==> src/sv/rmf_pkg.sv <==
// ----------------------------------------------------------------------------
// rmf_pkg: shared definitions for the recursive median filter
// Sizes, register codes, sequencer states and the rank unit control bundle.
// ----------------------------------------------------------------------------
package rmf_pkg;

  localparam int unsigned SAMPLE_BITS = 32;
  localparam int unsigned MAX_SAMPLES = 4096;
  localparam int unsigned MAX_WINDOW  = 31;
  localparam int unsigned ADDR_W      = $clog2(MAX_SAMPLES);
  localparam int unsigned LEN_W       = ADDR_W + 1;
  localparam int unsigned CNT_W       = $clog2(MAX_WINDOW + 1);
  localparam int unsigned HALF_W      = CNT_W - 1;
  localparam int unsigned WIN_W       = 5;
  localparam int unsigned PASS_W      = 10;
  localparam int unsigned PADDR_W     = 3;

  localparam logic [WIN_W-1:0]  WINDOW_RESET = WIN_W'(11);
  localparam logic [PASS_W-1:0] LIMIT_RESET  = PASS_W'(1023);

  // Register index, taken from paddr[2]
  localparam logic REG_WINDOW = 1'b0;
  localparam logic REG_LIMIT  = 1'b1;

  // Input action codes
  localparam logic ACT_LOAD = 1'b0;
  localparam logic ACT_READ = 1'b1;

  typedef enum logic [3:0] {
    S_IDLE,
    S_READ,
    S_WIN,
    S_CAND,
    S_CANDW,
    S_SCAN,
    S_DECIDE,
    S_COPY,
    S_CPEND,
    S_PASSEND
  } state_e;

  typedef struct packed {
    logic load;  // take a new candidate, clear the counts
    logic en;    // compare one window sample against the candidate
  } rank_ctl_t;

endpackage

==> src/sv/rmf_rank_unit.sv <==
// ----------------------------------------------------------------------------
// rmf_rank_unit: shared compare unit for median selection
// Holds one candidate and counts window samples below and not above it.
// ----------------------------------------------------------------------------
module rmf_rank_unit (
  input  logic                                  clk_i,
  input  logic                                  rst_ni,
  input  rmf_pkg::rank_ctl_t                    ctl_i,
  input  logic signed [rmf_pkg::SAMPLE_BITS-1:0] data_i,
  input  logic [rmf_pkg::HALF_W-1:0]            mid_i,
  output logic signed [rmf_pkg::SAMPLE_BITS-1:0] cand_o,
  output logic                                  found_o
);
  import rmf_pkg::*;

  logic signed [SAMPLE_BITS-1:0] cand_q;
  logic [CNT_W-1:0] less_q, less_d, leq_q, leq_d;
  logic             lt, eq;

  assign lt = data_i < cand_q;
  assign eq = data_i == cand_q;

  always_comb begin
    less_d = less_q;
    leq_d  = leq_q;
    if (ctl_i.load) begin
      less_d = '0;
      leq_d  = '0;
    end else if (ctl_i.en) begin
      less_d = less_q + CNT_W'(lt);
      leq_d  = leq_q + CNT_W'(lt | eq);
    end
  end

  always_ff @(posedge clk_i or negedge rst_ni) begin
    if (!rst_ni) begin
      less_q <= '0;
      leq_q  <= '0;
    end else begin
      less_q <= less_d;
      leq_q  <= leq_d;
    end
  end

  always_ff @(posedge clk_i) begin
    if (ctl_i.load) begin
      cand_q <= data_i;
    end
  end

  // Candidate holds the middle rank: at most mid below it, over mid not above
  assign found_o = (less_q <= CNT_W'(mid_i)) && (CNT_W'(mid_i) < leq_q);
  assign cand_o  = cand_q;

endmodule

==> config.mk <==
export PLATFORM = sky130hd
export DESIGN_NAME = rmf_rank_unit
export DESIGN_NICKNAME = d
export VERILOG_FILES = /design/src/sv/rmf_pkg.sv /design/src/sv/rmf_rank_unit.sv
export SDC_FILE = /design/constraint.sdc
export NUM_CORES = 1
export LEC_CHECK = 0
export BUFFER_PORTS_ARGS = -buffer_cell sky130_fd_sc_hd__buf_2
export CAP_MARGIN = 0
export CORE_AREA = 2 2 70 72
export DETAILED_ROUTE_END_ITERATION = 7
export DIE_AREA = 0 0 72 74
export GPL_ROUTABILITY_DRIVEN = 0
export PLACE_DENSITY = 0.88
export SYNTH_ARGS = -nofsm -noshare
export SYNTH_HDL_FRONTEND = slang
export SYNTH_SLANG_ARGS = --single-unit
==> constraint.sdc <==
create_clock -name clk_i -period 6 [get_ports clk_i]
set_input_delay 1.2 -clock clk_i [delete_from_list [all_inputs] [get_ports clk_i]]
set_output_delay 1.2 -clock clk_i [all_outputs]
set_load 0.03 [all_outputs]
Word-level counts from Yosys, hierarchy flattened
Index checks and enable logic that the tools add are counted.

Bits in registers: 42. Word-level logic and storage cells: 16.

Reduce and logical (&&, ||, !) cells: 2. Magnitude comparators: 3. Equality and inequality tests: 1. Add/sub/neg operators: 2. Muxes and demuxes: 4. Bitwise gates (word level): 1.

Operator list (number): $eq 32x32->1 (1); $lt 32x32->1 (1); $mux 5 (4); $add 5x1->5 (2); $le 5x4->1 (1); $lt 4x5->1 (1); $reduce_bool 2->1 (1); $logic_and 1x1->1 (1); $or 1x1->1 (1).

Logic depth before layout (Yosys ltp)
Gate-level depths: netlist of the first run.

Depth in word-level cells: 5. Gate-level depth with buffers: 13. Depth with buffers taken out: 13.

Worst setup path after synthesis of the first run
Ideal clock, no wire load.

Kind: input to output. Start: input port mid_i[1] (netlist name). End: output port found_o. Setup slack: 2132 ps. Arrival time: 2668 ps. Path buffers: 0. Stages on the path: 8. Cells stage by stage: inv_1 > ha_1 > nor2b_1 > o21ai_0 > nand2b_1 > a21oi_1 > a41oi_1 > nor3_1.

Cells in the longest elaborated chain, start to end: 2. Elaborated cells between the ends (all ways): 3. Classes of those cells: 2 x order compare; 1 x reduce/logical.

RTL lines: start: declaration (RTL line rmf_rank_unit.sv:10) `input logic [rmf_pkg::HALF_W-1:0] mid_i,`; $le 5x4->1 / $lt 4x5->1 (equally long branches) (RTL line rmf_rank_unit.sv:52) `assign found_o = (less_q <= CNT_W'(mid_i)) && (CNT_W'(mid_i) < leq_q);`; $logic_and 1x1->1 * (RTL line rmf_rank_unit.sv:52); end: declaration (RTL line rmf_rank_unit.sv:12) `output logic found_o`.

Every way passes the cells marked *; elsewhere a longest branch is shown, timed or not.

Worst setup path in the final report of the first run
Ends and elaborated chain as after synthesis.

==> out/results.txt, run 1 <==
Filler cells = 370
DR WL met3 = 363 um
DRC Markers = 0
CP max FO = 2
Number of DRC markers in iteration 0 = 65
Worst path required time = 4.80 ns
Unrepaired setup endpoints after global routing = false
M1 wire length = 2050 um
First-pass GRT wire length = 7780 um
Switch Pwr = 0.209 mW
Setup TNS = 0 ns
Max Used Layer = met4
Slew headroom = 40.0%
Clock Sinks = 42
Vias/cell = 5.25
Critical Path Start Type = input pin
Total CTS buffers = 5
Worst min path class = register to register
Area delta synth->final = 20.6%
Post-Syn Instances = 214
CTS tree = yes
Resize count post-CTS = 0
Antenna viol nets, final = 0
Post-Syn Nets = 297
Initial Util = 53.0%
Fin crit share = 62.4%
Seq cells post-synth = 42
Dpl cells = 338
Row cnt = 25
Crit Path Category = input pin to output port
Metal2 WL = 2380 um
Vias in the first global route = 1833
CP Capture Type = output port
Initial antenna violation count = 0
Net Sw Frac = 30.4%
Clk_skew = 0.0115 ns
Seq pwr share = 50.7%
WHS = 0.560 ns
Leak = 1.53 nW
Routed WL per cell = 14.1 um
Pins over their slew limit = 0
Root Buffer = clkbuf_8
Most frequent cells in the layout = 72 x buf_2, 43 x ha_1, 40 x inv_1
Vias = 1815
Final setup viols = 0
Clock power share = 25.6%
Total grt overflow = 0
Commonest non-fill, non-tap cell in the layout = buf_2
Ant diodes = 0
Postcts setup bufs = 0
Mapped cell area = 2430 um^2
Worst-skew pair later-pin latency = 0.30 ns
Synth warnings = 0
Synth Area per Inst = 11.4 um^2
Top-Level Pins = 73
PwrDens = 234 nW/um^2
Final hold violations = 0
Share of cells above drive strength 1 = 27.1%
Outcome = finished, final reports clean
Largest net degree at the start of global routing = 43
Tmin final = 3.74 ns
Worst slew pin tran = 0.900 ns
Max frequency = 267 MHz
Hold buffers post-CTS = 0
H-tree Lvls = 2
Post-synthesis sequential area ratio = 49.7%
Core Util, Final = 63.9%
Drt pass-1 iters = 4
VDD IR max = 0.000135 V
Die area = 5330 um^2
Final Routed Wirelength = 4870 um
Die height = 74 um
P_int = 0.479 mW
Gr usage total = 19.1%
# port buffers = 72
Layout Nets = 374
Cell variety after synth = 30
Non-Filler Instances = 346
Combinational power share = 23.7%
Crit path DAT = 2.54 ns
Max cap viols = 0
DP Wirelength = 3870 um
Worst-path clk slew = 0.07 ns
Die Wd = 72 um
Core box area = 4600 um^2
Clk buf depth = 2
## final timing paths
kind	startpoint	end	slack (ns)	depth (start not counted)
worst max-delay path	mid_i[1]	found_o	2.26	10
worst min-delay path	leq_q[4]	leq_q[4]	0.56	2
worst max register to register	cand_o[31]	leq_q[1]	2.91	12
worst min register to register	leq_q[4]	leq_q[4]	0.56	2
max in group asynchronous	rst_ni	leq_q[0]	5.04	1
min in group asynchronous	rst_ni	less_q[0]	0.75	1
## area by class of cell
class | instances | area (um^2) | area share (%)
tap | 54 | 67.6 | 2.30
clock inverter | 2 | 8.76 | 0.298
inverter | 40 | 150 | 5.11
timing repair buffer | 72 | 360 | 12.3
sequential | 42 | 1210 | 41.2
clock buffer | 6 | 72.6 | 2.47
multi-input combinational | 130 | 1070 | 36.3
## synthesized netlist by cell type, drive strengths merged
cell	count	area share (%)
a21o	6	1.8
a21oi	10	2.1
a221o	1	0.41
a221oi	3	1.1
a31oi	1	0.26
a41oi	1	0.36
and2	1	0.31
and4	1	0.36
buf	1	0.15
clkbuf	1	0.15
dfrtp	10	10
edfxtp	32	39
ha	43	22
inv	40	6.2
mux2i	4	1.6
nand2	9	1.4
nand2b	4	1.0
nand3	2	0.41
nand4	9	2.3
nor2	14	2.2
nor2b	2	0.51
nor3	2	0.41
nor4	1	0.26
o211a	1	0.41
o21a	1	0.31
o21ai	6	1.2
o221a	1	0.46
or4	1	0.31
xnor2	2	0.72
xor2	4	1.4
## layer usage
metal,track usage (%),vias to the layer above
li1,-,911
met3,6.10,9
met5,0,-
met2,33.4,62
met4,6.50,0
met1,22.5,833
## critical path, cell delays in order
cell and delay (ns):
buf_2 0.09, inv_1 0.04, ha_1 0.29, nor2b_1 0.13, o21ai_0 0.13, nand2b_1 0.07, a21oi_1 0.15, a41oi_1 0.06
nor3_1 0.15, buf_2 0.22
## registers in the layout (all words and copies together) (netlist names)
name	cells
leq_q	5
cand_o	32
less_q	5
## logic make-up (layout without fill, tap and decap cells)
family | Yosys count | in the layout | synth area share [%]
AND/OR/NAND/NOR | 46 | 46 | 9.46
adder cells (fa/ha/maj) | 43 | 43 | 22.1
flip-flops | 42 | 42 | 49.7
buffers and inverters | 42 | 120 | 6.47
AO/OA/AOI/OAI | 31 | 31 | 8.43
XOR/XNOR | 6 | 6 | 2.16
multiplexers | 4 | 4 | 1.64
## power by group through the flow
stage                     Combinational (mW)  Sequential [mW]  Clock [mW]
after floorplan                       0.0709            0.389           0
after global placement                 0.158            0.354           0
after detailed placement               0.164            0.355           0
after CTS                              0.165            0.349       0.182
after global routing                   0.186            0.352       0.190
final                                  0.163            0.349       0.176
## stage by stage
step                      power, mW  setup slack (ns)  cell area [um^2]
final                         0.688              2.26              2940
after global routing          0.727              2.09              2940
after CTS                     0.696              2.25              2940
after detailed placement      0.520              1.98              2860
after global placement        0.512              2.16              2860
after floorplan               0.460              2.13              2430
Power figures use the tool's default switching activity.
==> inputs of run 2 (changes only) <==
Settings changed: CORE_AREA 2 2 70 72 to 2 2 75 77, DIE_AREA 0 0 72 74 to 0 0 77 79, PLACE_DENSITY 0.88 to 0.82.
Clock period 6 ns to 3.37 ns, I/O delays scaled along.
==> run 2 against run 1 <==
  * Flip-flop and latch count stayed put
  * Largest power group unchanged
  * Sequential power is 78% higher
  * Via count hardly changed
  * Cell area is 1.3% higher
  * Register-to-register slack worse by 2.5 ns
  * First-iteration DRC count is 26% higher
==> out/results.txt, run 2 (synthesized netlist as in run 1, its figures left out) <==
Die height = 79 um (+6.8%)
DP Wirelength = 3850 um (-0.50%)
Crit path DAT = 3.24 ns (+0.70 ns)
Final instance area = 2970 um^2 (+1.3%)
Area after DPL = 2890 um^2 (+1.3%)
Largest net degree at the start of global routing = 43 (unchanged)
Slew headroom = 38.8% (-1.2 points)
Worst slew pin tran = 0.919 ns (+0.0185 ns)
RR Startpoint = cand_o[31]
Worst-skew pair later-pin latency = 0.29 ns (about the same)
CP Capture Type = register
Top-Level Pins = 73 (unchanged)
Worst min path class = input pin to async pin
Final hold violations = 0 (unchanged)
Max FFs per register = 32 (unchanged)
Worst Setup SP = data_i[31]
CTS tree = yes
Fin crit share = 91.8%
VDD IR max = 0.000249 V (+85%)
Tmin final = 3.09 ns
First-pass GRT wire length = 8120 um (+4.3%)
Worst-path clk slew = 0.08 ns (about the same)
Outcome = finished, final reports clean
Max frequency = 323 MHz
Total CTS buffers = 5 (unchanged)
Crit Path Category = input pin to register
Clk_skew = 0.00839 ns (-0.00315 ns)
Worst path required time = 3.51 ns (-1.29 ns)
# port buffers = 72 (unchanged)
DRC Markers = 0 (unchanged)
Layout Nets = 376 (+0.53%)
Setup WS pre-CTS = -0.0452 ns (-2.03 ns)
Resize count post-CTS = 0 (unchanged)
Hold buffers post-CTS = 0 (unchanged)
Ant diodes = 0 (unchanged)
Max cap viols = 0 (unchanged)
H-tree Lvls = 2 (unchanged)
Die area = 6080 um^2 (+14%)
Final setup margin = 0.278 ns (-1.98 ns)
Row cnt = 27 (+8.0%)
Initial antenna violation count = 0 (unchanged)
Unrepaired setup endpoints after global routing = false
Commonest non-fill, non-tap cell in the layout = buf_2
Share of cells above drive strength 1 = 27.6% (+0.50 points)
Gr usage total = 16.8% (-2.3 points)
Die Wd = 77 um (+6.9%)
Reg2reg path depth = 13 (+1)
Total grt overflow = 0 (unchanged)
Vias/cell = 4.96 (-5.4%)
Vias = 1816 (+0.055%)
Routed WL per cell = 12.9 um (-8.4%)
Postcts setup bufs = 0 (unchanged)
Clock Sinks = 42 (unchanged)
Antenna viol nets, final = 0 (unchanged)
CP max FO = 3 (+1)
Drt pass-1 iters = 4 (unchanged)
Initial Util = 45.6% (-7.3 points)
Pins over their slew limit = 0 (unchanged)
Leak = 1.54 nW (+0.67%)
Area delta synth->final = 22.1%
Final Routed Wirelength = 4720 um (-3.1%)
Vias in the first global route = 1900 (+3.7%)
PwrDens = 411 nW/um^2 (+76%)
Critical Path Start Type = input pin
Number of DRC markers in iteration 0 = 82 (+26%)
Root Buffer = clkbuf_8
Final setup viols = 0 (unchanged)
Clk buf depth = 2 (unchanged)
Core box area = 5340 um^2 (+16%)
Most frequent cells in the layout = 72 x buf_2, 43 x ha_1, 40 x inv_1
-- run 2: changes by cell type in the layout (fill, tap and decap cells not counted) --
cell | previous run | this run
buf_4 | 0 | 2
-- run 2: through the flow --
step / hold WS [ns] / std cells / utilization [%] / setup TNS (ns) / total power, mW
2_1_floorplan: 0.378 / 214 / - / 0 / 0.819
3_3_place_gp: 0.531 / 358 / 54.2 / 0 / 0.916
3_5_place_dp: 0.543 / 358 / 54.2 / -0.0452 / 0.927
4_1_cts: 0.230 / 366 / 55.7 / 0 / 1.23
5_1_grt: 0.231 / 366 / 55.7 / 0 / 1.29
6_report: 0.230 / 366 / 55.7 / 0 / 1.22
-- run 2: final cells by class --
cell class	instances	area, um^2
Fill cell	510	2360
Clock inverter	2	8.76
Multi-Input combinational cell	130	1070
Timing Repair Buffer	74	375
Clock buffer	6	72.6
Sequential cell	42	1210
Tap cell	72	90.1
Inverter	40	150
-- run 2: final timing paths --
check / to / slack [ns]
worst max-delay path: leq_q[4] / 0.28
worst min-delay path: leq_q[2] / 0.23
worst max register to register: leq_q[4] / 0.37
worst min register to register: less_q[4] / 0.56
max in group asynchronous: less_q[0] / 2.95
min in group clk_i: less_q[4] / 0.56
-- run 2: critical path, cell delays in order --
cell	delay, ns
buf_2	0.11
ha_1	0.28
and4_1	0.21
nand4_1	0.12
or4_1	0.56
a31oi_1	0.28
o221a_1	0.25
nor2_1	0.05
ha_1	0.19
ha_1	0.19
nand4_1	0.10
xor2_1	0.16
nor2_1	0.05
-- run 2: power breakdown --
part	internal [mW]	switching (mW)
sequential	0.600	0.0215
clock	0.143	0.169
combinational	0.110	0.180
total	0.853	0.370
-- run 2: metal layers --
metal | vias to the layer above | GRT usage, % | wire length (um)
met4 | 0 | 5.18 | 36
met3 | 4 | 5.00 | 306
met5 | - | 0 | 0
met2 | 51 | 28.9 | 2250
li1 | 916 | - | -
met1 | 845 | 20.4 | 2120
